### src/fud_pkg.sv
// Shared types, character codes and helpers of the form/percent decoder.
// No dependencies; every other file in src imports it.
package fud_pkg;

	localparam int MaxRes = 5;                  // most results a plan can hold; one input byte causes at most four
	localparam int CntW   = $clog2(MaxRes + 1);
	localparam int QDepth = 4;                  // plan queue entries
	localparam int QPtrW  = $clog2(QDepth);

	localparam logic [7:0] ChAmp    = 8'h26;    // '&'
	localparam logic [7:0] ChSemi   = 8'h3B;    // ';'
	localparam logic [7:0] ChPlus   = 8'h2B;    // '+'
	localparam logic [7:0] ChPct    = 8'h25;    // '%'
	localparam logic [7:0] ChEq     = 8'h3D;    // '='
	localparam logic [7:0] ChOne    = 8'h31;    // '1'
	localparam logic [7:0] ChSpace  = 8'h20;    // ' '
	localparam logic [7:0] CaseMask = 8'hDF;    // clears the lower-case bit
	localparam logic [7:0] HexOff   = 8'd55;    // 'A' - 10
	localparam logic [7:0] DigOff   = 8'd16;    // '0' after the case mask

	typedef struct packed {
		logic       pend;
		logic       val;
		logic       has;
		logic [7:0] data;
	} result_t;

	typedef struct packed {
		result_t [MaxRes-1:0] res;
		logic [CntW-1:0]      cnt;
	} plan_t;

	typedef struct packed {
		logic  valid;
		plan_t head;
	} q_status_t;

	function automatic logic is_hex(logic [7:0] c);
		return (c >= 8'h30 && c <= 8'h39) || (c >= 8'h41 && c <= 8'h46) ||
			(c >= 8'h61 && c <= 8'h66);
	endfunction

	function automatic logic [3:0] hex_val(logic [7:0] c);
		logic [7:0] u;
		u = c & CaseMask;
		if (u < 8'd32)
			return 4'(u - DigOff);
		return 4'(u - HexOff);
	endfunction

	function automatic result_t mk_res(logic [7:0] b, logic has, logic val, logic pend);
		result_t r;
		r.data = has ? b : 8'h00;
		r.has  = has;
		r.val  = val;
		r.pend = pend;
		return r;
	endfunction

	function automatic plan_t put(plan_t p, result_t r);
		plan_t o;
		o = p;
		if (o.cnt < CntW'(MaxRes)) begin
			o.res[o.cnt] = r;
			o.cnt        = o.cnt + CntW'(1);
		end
		return o;
	endfunction

endpackage

### src/fud_front.sv
// Front end: takes raw bytes, tracks escape and pair state, and builds the
// list of results for each byte. Depends on fud_pkg.
module fud_front (
	input  logic          clk,
	input  logic          arst_n,
	input  logic          cfg_valid,
	input  logic          cfg_data,
	input  logic          acc,
	input  logic [7:0]    data_byte,
	input  logic          last,
	output logic          push,
	output fud_pkg::plan_t plan
);
	import fud_pkg::*;

	typedef enum logic [2:0] {
		ESC_NONE = 3'b001,
		ESC_PCT  = 3'b010,
		ESC_DIG  = 3'b100
	} esc_t;

	logic       form_mode_q;
	esc_t       esc_q;
	logic [7:0] held_q;
	logic       saw_eq_q;
	logic       prev_sep_q;
	logic       at_start_q;

	esc_t       ph_n;
	logic [7:0] hd_n;
	logic       se_n;
	logic       ps_n;
	logic       st_n;

	function automatic plan_t flush_p(plan_t p, esc_t ph, logic [7:0] hd, logic v);
		plan_t o;
		o = p;
		if (ph == ESC_PCT) begin
			o = put(o, mk_res(ChPct, 1'b1, v, 1'b0));
		end else if (ph == ESC_DIG) begin
			o = put(o, mk_res(ChPct, 1'b1, v, 1'b0));
			o = put(o, mk_res(hd, 1'b1, v, 1'b0));
		end
		return o;
	endfunction

	function automatic plan_t end_pair(plan_t p, logic se);
		if (se)
			return put(p, mk_res(8'h00, 1'b0, 1'b1, 1'b1));
		return put(p, mk_res(ChOne, 1'b1, 1'b1, 1'b1));
	endfunction

	always_comb begin
		plan_t      p;
		logic       is_sep;
		logic       do_fa;
		logic       va;
		logic       do_feed;
		logic [7:0] fc;
		logic       fv;
		logic       do_fb;
		logic       ep1;
		logic       ep2;
		logic       set_eq;
		logic       skip;
		p       = '0;
		ph_n    = esc_q;
		hd_n    = held_q;
		se_n    = saw_eq_q;
		is_sep  = (data_byte == ChAmp) || (data_byte == ChSemi);
		do_fa   = 1'b0;
		va      = 1'b0;
		do_feed = 1'b0;
		fc      = data_byte;
		fv      = 1'b0;
		do_fb   = 1'b0;
		ep1     = 1'b0;
		ep2     = 1'b0;
		set_eq  = 1'b0;
		skip    = 1'b0;

		// choose the steps this byte runs, in order
		priority if (!form_mode_q) begin
			do_feed = 1'b1;
			do_fb   = last;
		end else if (is_sep) begin
			do_fa = !prev_sep_q || at_start_q;
			va    = saw_eq_q;
			ep1   = do_fa;
			ep2   = last;
		end else begin
			if (data_byte == ChEq && !saw_eq_q) begin
				do_fa  = 1'b1;
				set_eq = 1'b1;
			end else begin
				do_feed = 1'b1;
				fc      = (data_byte == ChPlus) ? ChSpace : data_byte;
				fv      = saw_eq_q;
			end
			do_fb = last;
			ep1   = last;
		end

		if (do_fa) begin
			p    = flush_p(p, ph_n, hd_n, va);
			ph_n = ESC_NONE;
		end
		if (set_eq)
			se_n = 1'b1;

		if (do_feed) begin
			if (ph_n == ESC_PCT) begin
				if (is_hex(fc)) begin
					hd_n = fc;
					ph_n = ESC_DIG;
					skip = 1'b1;
				end else begin
					p    = flush_p(p, ph_n, hd_n, fv);
					ph_n = ESC_NONE;
				end
			end else if (ph_n == ESC_DIG) begin
				if (is_hex(fc)) begin
					p    = put(p, mk_res({hex_val(hd_n), hex_val(fc)}, 1'b1, fv, 1'b0));
					ph_n = ESC_NONE;
					skip = 1'b1;
				end else begin
					p    = flush_p(p, ph_n, hd_n, fv);
					ph_n = ESC_NONE;
				end
			end else begin
				ph_n = ESC_NONE;
			end
			if (!skip) begin
				if (fc == ChPct)
					ph_n = ESC_PCT;
				else
					p = put(p, mk_res(fc, 1'b1, fv, 1'b0));
			end
		end

		if (do_fb) begin
			p    = flush_p(p, ph_n, hd_n, form_mode_q & se_n);
			ph_n = ESC_NONE;
		end
		if (ep1) begin
			p    = end_pair(p, se_n);
			se_n = 1'b0;
		end
		if (ep2) begin
			p    = end_pair(p, se_n);
			se_n = 1'b0;
		end

		// end of string: back to the start-of-string state
		if (last) begin
			ph_n = ESC_NONE;
			hd_n = 8'h00;
			se_n = 1'b0;
			ps_n = 1'b0;
			st_n = 1'b1;
		end else begin
			ps_n = form_mode_q & is_sep;
			st_n = 1'b0;
		end
		plan = p;
	end

	assign push = acc && (plan.cnt != '0);

	always_ff @(posedge clk or negedge arst_n) begin
		if (!arst_n) begin
			form_mode_q <= 1'b1;
			esc_q       <= ESC_NONE;
			held_q      <= 8'h00;
			saw_eq_q    <= 1'b0;
			prev_sep_q  <= 1'b0;
			at_start_q  <= 1'b1;
		end else begin
			if (cfg_valid)
				form_mode_q <= cfg_data;
			if (acc) begin
				esc_q      <= ph_n;
				held_q     <= hd_n;
				saw_eq_q   <= se_n;
				prev_sep_q <= ps_n;
				at_start_q <= st_n;
			end
		end
	end

	a_plan_fits: assert property (@(posedge clk) disable iff (!arst_n)
		push |-> plan.cnt <= CntW'(MaxRes))
		else $error("result plan overflows");

	a_string_end: assert property (@(posedge clk) disable iff (!arst_n)
		acc && last |=> at_start_q && esc_q == ESC_NONE && !saw_eq_q && !prev_sep_q)
		else $error("state not cleared after end of string");

endmodule

### src/fud_queue.sv
// Short queue of result plans between front and back end.
// Depends on fud_pkg.
module fud_queue (
	input  logic                clk,
	input  logic                arst_n,
	input  logic                push,
	input  fud_pkg::plan_t      plan,
	input  logic                pop,
	output logic                ready,
	output fud_pkg::q_status_t  status
);
	import fud_pkg::*;

	plan_t            mem_q [QDepth];
	logic [QPtrW-1:0] wr_q;
	logic [QPtrW-1:0] rd_q;
	logic [QPtrW:0]   cnt_q;

	assign ready         = cnt_q != (QPtrW + 1)'(QDepth);
	assign status.valid  = cnt_q != '0;
	assign status.head   = mem_q[rd_q];

	always_ff @(posedge clk) begin
		if (push)
			mem_q[wr_q] <= plan;
	end

	always_ff @(posedge clk or negedge arst_n) begin
		if (!arst_n) begin
			wr_q  <= '0;
			rd_q  <= '0;
			cnt_q <= '0;
		end else begin
			if (push)
				wr_q <= wr_q + QPtrW'(1);
			if (pop)
				rd_q <= rd_q + QPtrW'(1);
			unique case ({push, pop})
				2'b10:   cnt_q <= cnt_q + (QPtrW + 1)'(1);
				2'b01:   cnt_q <= cnt_q - (QPtrW + 1)'(1);
				default: cnt_q <= cnt_q;
			endcase
		end
	end

	a_no_overfill: assert property (@(posedge clk) disable iff (!arst_n)
		push |-> ready || pop)
		else $error("push into full queue");

	a_no_underrun: assert property (@(posedge clk) disable iff (!arst_n)
		pop |-> status.valid)
		else $error("pop from empty queue");

endmodule

### src/fud_back.sv
// Back end: walks the head plan one result per beat onto the output stream.
// Depends on fud_pkg.
module fud_back (
	input  logic               clk,
	input  logic               arst_n,
	input  fud_pkg::q_status_t status,
	input  logic               m_tready,
	output logic               pop,
	output logic               m_tvalid,
	output logic [15:0]        m_tdata,
	output logic               m_tuser,
	output logic               m_tlast
);
	import fud_pkg::*;

	logic [CntW-1:0] idx_q;
	result_t         cur;
	logic            is_last;

	assign cur      = status.head.res[idx_q];
	assign is_last  = idx_q == (status.head.cnt - CntW'(1));
	assign m_tvalid = status.valid;
	assign m_tdata  = {6'b0, cur.pend, cur.has, cur.data};
	assign m_tuser  = cur.val;
	assign m_tlast  = is_last;
	assign pop      = status.valid && m_tready && is_last;

	always_ff @(posedge clk or negedge arst_n) begin
		if (!arst_n) begin
			idx_q <= '0;
		end else if (status.valid && m_tready) begin
			idx_q <= is_last ? '0 : idx_q + CntW'(1);
		end
	end

	a_idx_in_plan: assert property (@(posedge clk) disable iff (!arst_n)
		status.valid |-> idx_q < status.head.cnt)
		else $error("result index beyond plan");

endmodule

### src/form_urlencoded_decoder.sv
// A taken byte's plan is written into the plan queue; its result beats are offered from the queue head.
// Throughput: one input byte per cycle while the plan queue has room; the output moves
// one result per beat, so a byte that causes k results takes k output beats (k = 0..4).
// A four-entry plan queue lets input run ahead while the output is stalled.
// Reset (arst_n low, asynchronous): form_mode = 1, queue empty, decoder at the
// start of a string with no escape pending.
// Top level of the streaming form/percent decoder; uses fud_pkg, fud_front,
// fud_queue and fud_back.
module form_urlencoded_decoder (
	input  logic        clk,
	input  logic        arst_n,
	// configuration: form_mode
	input  logic        cfg_valid,
	output logic        cfg_ready,
	input  logic        cfg_data,
	// input stream
	input  logic        s_tvalid,
	output logic        s_tready,
	input  logic [7:0]  s_tdata,   // [7:0] data_byte
	input  logic        s_tlast,   // end_of_string
	// output stream
	output logic        m_tvalid,
	input  logic        m_tready,
	output logic [15:0] m_tdata,   // [7:0] out_byte, [8] has_byte, [9] pair_end, rest zero
	output logic        m_tuser,   // [0] in_value
	output logic        m_tlast    // last_of_run
);
	import fud_pkg::*;

	logic      acc;
	logic      push;
	logic      pop;
	plan_t     plan;
	q_status_t status;

	// Configuration is always taken; it is to change only between strings (not enforced here).
	assign cfg_ready = 1'b1;
	// Take a byte whenever the queue has room for its plan.
	assign acc       = s_tvalid && s_tready;

	fud_front u_front (
		.clk       (clk),
		.arst_n    (arst_n),
		.cfg_valid (cfg_valid),
		.cfg_data  (cfg_data),
		.acc       (acc),
		.data_byte (s_tdata),
		.last      (s_tlast),
		.push      (push),
		.plan      (plan)
	);

	fud_queue u_queue (
		.clk    (clk),
		.arst_n (arst_n),
		.push   (push),
		.plan   (plan),
		.pop    (pop),
		.ready  (s_tready),
		.status (status)
	);

	fud_back u_back (
		.clk      (clk),
		.arst_n   (arst_n),
		.status   (status),
		.m_tready (m_tready),
		.pop      (pop),
		.m_tvalid (m_tvalid),
		.m_tdata  (m_tdata),
		.m_tuser  (m_tuser),
		.m_tlast  (m_tlast)
	);

	a_out_holds: assert property (@(posedge clk) disable iff (!arst_n)
		m_tvalid && !m_tready |=> m_tvalid && $stable(m_tdata) && $stable(m_tuser))
		else $error("stalled output beat changed");

	a_empty_no_beat: assert property (@(posedge clk) disable iff (!arst_n)
		!m_tvalid |-> !pop)
		else $error("plan retired without a beat");

endmodule

### config.mk
export PLATFORM = sky130hd
export DESIGN_NAME = form_urlencoded_decoder
export DESIGN_NICKNAME = d
export VERILOG_FILES = /design/src/fud_pkg.sv /design/src/fud_front.sv /design/src/fud_queue.sv /design/src/fud_back.sv /design/src/form_urlencoded_decoder.sv
export SDC_FILE = /design/constraint.sdc
export NUM_CORES = 1
export LEC_CHECK = 0
export ABC_CLOCK_PERIOD_IN_PS = 8750
export BUFFER_PORTS_ARGS = -buffer_cell sky130_fd_sc_hd__buf_2
export CORE_MARGIN = 2
export CORE_UTILIZATION = 35
export CTS_CLUSTER_DIAMETER = 40
export DETAILED_ROUTE_END_ITERATION = 10
export PLACE_DENSITY_LB_ADDON = 0.08
export SYNTH_ARGS = -nofsm -noshare
export SYNTH_HDL_FRONTEND = slang
export SYNTH_HIERARCHICAL = 1
export SYNTH_SLANG_ARGS = --single-unit
### constraint.sdc
create_clock -name clk -period 8.75 [get_ports clk]
set_input_delay 0.4375 -clock clk [delete_from_list [all_inputs] [get_ports clk]]
set_output_delay 0.4375 -clock clk [all_outputs]
set_load 0.05 [all_outputs]
# Word-level counts from Yosys, hierarchy flattened

Memories as Yosys holds them, arrays and structs flattened.
Index checks and enable logic that the tools add are counted.

Bitwise operators: 14
Mux-type cells: 141
Order comparisons: 33
Shifts and indexed selects: 0
Add/subtract/negate cells: 18
Div/mod/pow operators: 0
Equality and inequality tests: 15
Reductions and logical operators: 25
$mul: 0

Operator list:

| kind                                                               | count |
|---|---|
| 2-to-1 mux 58 bit                                                  | 38 |
| bitwise mux 55 bit                                                 | 7 |
| demux 11 bit (select 3 bit)                                        | 8 |
| 2-to-1 mux 11 bit                                                  | 9 |
| AND 45 bit                                                         | 2 |
| NOT 45 bit                                                         | 2 |
| 2-to-1 mux 8 bit                                                   | 8 |
| bitwise OR 30 bit                                                  | 2 |
| AND 25 bit                                                         | 2 |
| NOT 25 bit                                                         | 2 |
| 2-to-1 mux 4 bit                                                   | 12 |
| 2-to-1 mux 1 bit                                                   | 45 |
| 2-to-1 mux 14 bit                                                  | 3 |
| equality test 8 x 6 -> 1 bit (second input constant)               | 5 |
| less-than comparator 3 x 4 -> 1 bit (second input constant)        | 9 |
| binary-select mux 11 bit (select 3 bit)                            | 1 |
| adder 3 x 1 -> 3 bit (second input constant)                       | 10 |
| 2-to-1 mux 3 bit                                                   | 9 |
| greater-or-equal comparator 3 x 1 -> 1 bit (second input constant) | 8 |
| less-than comparator 3 bit (second input constant)                 | 8 |
| bitwise OR 10 bit                                                  | 2 |
| greater-or-equal comparator 8 x 7 -> 1 bit (second input constant) | 2 |
| less-or-equal comparator 8 x 7 -> 1 bit (second input constant)    | 2 |
| logical AND 1 bit                                                  | 16 |
| 19 further kinds                                                   | 34 |

Memory bits (read-only): 0
Output and inout port bits: 21
Memories: 1
Memory bits (writable): 232
Input bits: 15
Register bits after elaboration: 25
Bits in latches: 0

Memory list:

| memory        | words | width | rd ports | clocked after Yosys merged registers in | write ports | RTL line        | RTL |
|---|---|---|---|---|---|---|---|
| u_queue.mem_q | 4     | 58    | 1        | 0                                       | 1           | fud_queue.sv:14 | `plan_t mem_q [QDepth];` |

# Logic depth before layout (Yosys ltp)

Depth after elaboration: 87
Gate-level depth with buffers: 42
Gate-level depth less buffers: 39

# Modules after synthesis

The synthesis kept the hierarchy.

By module, submodules not included:

| module                  | area an instance (µm²) | cells each | instances | sequential area each (µm²) |
|---|---|---|---|---|
| fud_queue               | 8837.2                 | 340        | 1         | 7141.8 |
| fud_front               | 4279.1                 | 667        | 1         | 379.1 |
| fud_back                | 730.7                  | 81         | 1         | 75.1 |
| form_urlencoded_decoder | 17.5                   | 3          | 1         | 0.0 |

# Least setup slack after synthesis

OpenSTA, ideal clock, no wires.

Kind: input to register
Start: input s_tdata[3]
End: memory u_queue/mem_q[0][0] (netlist bit), enable pin
Setup time: 0.422 ns
Slack: -0.199 ns
Path buffers: 4
Stages: 34
Data required time: 8.328 ns
Arrival: 8.528 ns
Cells stage by stage: buf_6 or3_1 or4_4 a21boi_4 nor2_1 nor2_1 clkbuf_1 ha_1 clkbuf_1 nor3_1 o21ai_1 nand3_2 ha_1 nand2_1 a21oi_1 a21o_1 a31oi_4 inv_1 ha_1 and3_1 a21oi_2 o31ai_1 a32oi_1 buf_2 ha_1 nand2_1 a21oi_1 a21oi_1 inv_1 ha_1 nor3_1 mux2_2 a21oi_1 and2_1

Longest elaborated chain between the ends: 47
Elaborated cells on any way between the ends: 109
Classes of those cells: 7 x add/sub; 13 x order compare; 9 x eq/ne; 71 x mux; 9 x reduce/logical

RTL lines:

| item                                                               | RTL line                      | RTL |
|---|---|---|
| from (decl)                                                        | form_urlencoded_decoder.sv:19 | `input logic [7:0] s_tdata,` |
| equality test 8 x 6 -> 1 bit                                       | fud_front.sv:92               | `if (data_byte == ChEq && !saw_eq_q) begin` |
| logical AND 1 bit                                                  | fud_front.sv:92               |  |
| 2-to-1 mux 1 bit                                                   | fud_front.sv:92               |  |
| 2-to-1 mux 1 bit                                                   | fud_front.sv:86               | `end else if (is_sep) begin` |
| 2-to-1 mux 1 bit                                                   | fud_front.sv:83               | `priority if (!form_mode_q) begin` |
| 2-to-1 mux 58 bit                                                  | fud_front.sv:104              | `if (do_fa) begin` |
| adder 3 x 1 -> 3 bit or less-than comparator 3 bit (tied branches) | fud_pkg.sv:65, fud_pkg.sv:63  |  |
| 2-to-1 mux 58 bit                                                  | fud_pkg.sv:63                 | `if (o.cnt < CntW'(MaxRes)) begin` |
| [... 32 more ...]                                                  | n/a                           |  |
| 2-to-1 mux 58 bit                                                  | fud_front.sv:48               | `if (se)` |
| 2-to-1 mux 58 bit                                                  | fud_front.sv:50               | `return put(p, mk_res(ChOne, 1'b1, 1'b1, 1'b1));` |
| 2-to-1 mux 58 bit *                                                | fud_front.sv:149              | `if (ep2) begin` |
| nonzero test 3 bit *                                               | fud_front.sv:168              | `assign push = acc && (plan.cnt != '0);` |
| logical AND 1 bit *                                                | fud_front.sv:168              |  |
| via push                                                           | form_urlencoded_decoder.sv:31 | `logic push;` |
| 2-to-1 mux 1 bit *                                                 | fud_queue.sv:24               | `if (push)` |
| 2-to-1 mux 1 bit (not written as such) *                           | fud_queue.sv:25               | `mem_q[wr_q] <= plan;` |
| to (decl)                                                          | fud_queue.sv:14               |  |

Mark *: on every way through the listed nets, which the timed path passes. The rest lies on a longest branch. The select of a mux whose other input is x is not followed.

# Final worst setup path

Start: input s_tdata[7]
End: memory u_queue/mem_q[3][0] (netlist bit), enable pin

Same word-level chain as after synthesis.

==> results_dict.tcl <==
set metrics [dict create \
    combinational_share_of_power_pct 28.6 \
    die_width_um 203 \
    timing.critical_path.mode_cell "ha_1" \
    power_switching_share_pct 32.2 \
    vias_per_cell 5.73 \
    n_fill_cell 3669 \
    syn_inst 1091 \
    synth-warning-count 6 \
    hold_removal_path_class "input port to async pin" \
    setup.worst_path.end_class "register" \
    crit_required_ns 9.00 \
    synth.yosys.seq_area_share_pct 54.8 \
    startpoint_type "input port" \
    period_share_pct 89.6 \
    timing.reg2reg.worst_path_depth 31 \
    setup_tns_ns 0 \
    insertion_delay_of_the_later_clocked_pin_in_the_worst_skew_pair_ns 0.54 \
    grt_start_max_net_pins 60 \
    power_share_of_the_clock_group_pct 36.4 \
    numClockSinks 257 \
    number_of_global_route_vias_before_repair 9684 \
    ys_seq_elements 257 \
    largest_family_of_logic_cells_by_synthesized_area "compound AO/OA/AOI/OAI gates" \
    slowest_stage "and2_2" \
    numPortBuffers 28 \
    postRouteWirelength_um 42600 \
    seqCellArea_um2 7600 \
    p_per_area_nw_per_um2 296 \
    fin_nets 1162 \
    areaGrowthSynthToFinish_pct 15.4 \
    cts_buffer_depth 3 \
    critical_path.reg2reg.startpoint "u_front/at_start_q" \
    cts-resized-gates 0 \
    switching_power_mw 1.53 \
    antenna_left 0 \
    hpwlAfterDp_um 29400 \
    worst_setup_path_type "input port to register" \
    std_cell_rows 72 \
    htreeDepth 2 \
    path_clk_slew_ns 0.05 \
    initial_antenna_violation_count 0 \
    final.min_clock_period_ns 7.84 \
    crit-reg2reg-capture "u_queue/mem_q[3][0]" \
    max_stage_delay_ns 0.67 \
    timing.critical_path.arrival_ns 8.09 \
    synth-xor-area-share_pct 1.13 \
    drc 0 \
    report.final.slew_viol_count 0 \
    cts_post_setup_buffers_inserted 0 \
    setup-violations-final 0 \
    sequential_fraction_of_design_power_pct 34.9 \
    first_iter_violations 1105 \
    num_vias 9592 \
    tritoncts.num_buffers 42 \
    synth_cell_types 94 \
    netlist_top_cells_count "232 x edfxtp_1, 95 x nand2_1, 91 x nor2_1, 68 x mux4_2, 58 x a21oi_1" \
    gp_routability_congestion 0.979 \
    reg2reg_setup_slack_ns 0.96 \
    first_pass_grt_wire_length_um 63700 \
    static_leak_nw 5.75 \
    power.ir.vdd_worst_mv 0.145 \
    dp_slack_ns 0.396 \
    overflow 0 \
    placeableCoreArea_um2 38900 \
    drv.max_cap_violation_count 0 \
    worst_setup_path_startpoint "s_tdata[7]" \
    cell_area_reported_after_detailed_placement_um2 14500 \
    post_synth_fa_ha_maj_area_fraction_pct 2.22 \
    peak_clock_frequency_supported_by_timing_mhz 128 \
    worst_slew_margin_rel_pct 35.5 \
    final_area_um2 16000 \
    outcome "complete, no violations" \
    synthesis.area_per_instance_um2 12.7 \
    cts_hold_buf 0 \
    die_height_um 203 \
    intPower_mw 3.22 \
    synth-compound-area-share_pct 12.7 \
    worstMarginPinSlew_ns 0.964 \
    synth_ff_type "edfxtp_1" \
    multiInputGateArea_um2 5640 \
    synth_area_um2 13900 \
    report.final.hold_viol_count 0 \
    synth_simple_gate_area_share_pct 12.3 \
    synthTopCellsByArea "edfxtp_1 50%, mux4_2 11%, dfrtp_1 4.0%, nand2_1 2.6%, nor2_1 2.5%" \
    drive_above_1_share_pct 21.1 \
    muxShareOfSynthArea_pct 12.2 \
    design.die.area_um2 41200 \
    hold-worst-slack_ns 0.0254 \
    overall_global_routing_resource_usage_pct 20.9 \
    post_route_clock_skew_ns 0.0201 \
    async_reset_ff_share_pct 9.73 \
    initial_utilization_pct 35.6 \
    cts_tree "yes" \
    wire_per_inst_um 25.4 \
    final_critical_path_setup_slack_ns 0.909 \
    io-pin-count 36 \
    rsz0062_at_grt "no" \
    dr.pass1.iters 6 \
    synth_edf_count 232 \
    clock-root-buffer "clkbuf_16" \
    synth_top_area_share_pct 50.2 \
    path_max_fanout 20 \
    top_count_cell_post_synth "edfxtp_1" \
    synth_top_cell_by_area "edfxtp_1" \
]
==> final cells by class <==
| cell class | instances | share of cell area (%) |
|---|---|---|
| Sequential cell | 257 | 47.5 |
| Multi-Input combinational cell | 720 | 35.3 |
| Clock buffer | 47 | 6.82 |
| Tap cell | 518 | 4.05 |
| Timing Repair Buffer | 64 | 2.96 |
| Clock inverter | 30 | 2.47 |
| Inverter | 38 | 0.892 |
| Antenna cell | 1 | 0.0156 |
==> worst max path at each step <==
stage	end	slack, ns	depth (start not counted)
6_report	u_queue/mem_q[3][0]	0.91	32
5_1_grt	u_queue/mem_q[3][7]	0.38	35
4_1_cts	u_queue/mem_q[3][18]	0.98	32
3_5_place_dp	u_queue/mem_q[3][1]	0.40	32
3_3_place_gp	u_queue/mem_q[3][7]	0.62	32
2_1_floorplan	u_queue/mem_q[0][0]	0.41	34
==> kinds of logic (layout without fill, tap and decap cells) <==
kind of cell,count (synthesis),count (layout)
and+or+nand+nor,342,342
DFF,257,257
AOI/OAI and AO/OA,251,251
buffers and inverters,119,179
muxes,80,80
adders and majority gates,24,24
xor gates and xnor gates,16,16
other,2,8
==> through the flow <==
step	utilization (%)	total power, mW	instances
floorplan	-	2.75	1096
global placement	37.3	3.09	1597
detailed placement	37.3	3.09	1597
CTS	41.1	4.84	1674
global route	41.1	4.96	1674
finish	41.1	4.74	1675
==> registers in the layout (all words and copies together) (netlist names) <==
name,flops
u_front/prev_sep_q,1
u_front/held_q,8
u_queue/cnt_q,3
u_queue/rd_q,2
u_front/at_start_q,1
u_queue/wr_q,2
u_front/saw_eq_q,1
u_back/idx_q,3
u_front/esc_q,3
u_front/form_mode_q,1
u_queue/mem_q,232
==> placed cells by master (no fill, tap or decap), types with 15 or more instances in the layout <==
| cell | count |
|---|---|
| mux4_2 | 68 |
| nand2_1 | 95 |
| dfrtp_1 | 20 |
| buf_4 | 31 |
| inv_1 | 37 |
| a22oi_1 | 15 |
| edfxtp_1 | 232 |
| o21ai_0 | 52 |
| buf_2 | 28 |
| a21oi_1 | 58 |
| ha_1 | 23 |
| nor2_1 | 90 |
| clkbuf_16 | 43 |
| and3_1 | 16 |
| nor3_1 | 30 |
| nand3_1 | 31 |
==> routing by layer <==
layer	global-route usage [%]	routed length, µm	share of wire [%]	up-vias
met4	9.41	1890	4.4	0
met1	28.9	19200	45	4787
met2	32.4	19200	45	371
li1	-	-	-	4319
met3	3.47	2300	5.4	115
met5	0	0	0	-
==> worst max-delay path, delay by kind of cell <==
kind                       cells  cell delay, ns
buffers and inverters          5            0.82
adders and majority gates      5            1.57
AOI/OAI and AO/OA             10            2.18
and+or+nand+nor               11            2.85
muxes                          1            0.25
==> power groups by stage <==
| stage | clock [mW] | combinational [mW] | sequential (mW) |
|---|---|---|---|
| after floorplan | 0 | 1.13 | 1.62 |
| after global placement | 0 | 1.40 | 1.68 |
| after detailed placement | 0 | 1.40 | 1.69 |
| after CTS | 1.77 | 1.41 | 1.66 |
| after global routing | 1.82 | 1.46 | 1.68 |
| final | 1.73 | 1.36 | 1.66 |
No activity file was read; power rests on OpenSTA's default activity.
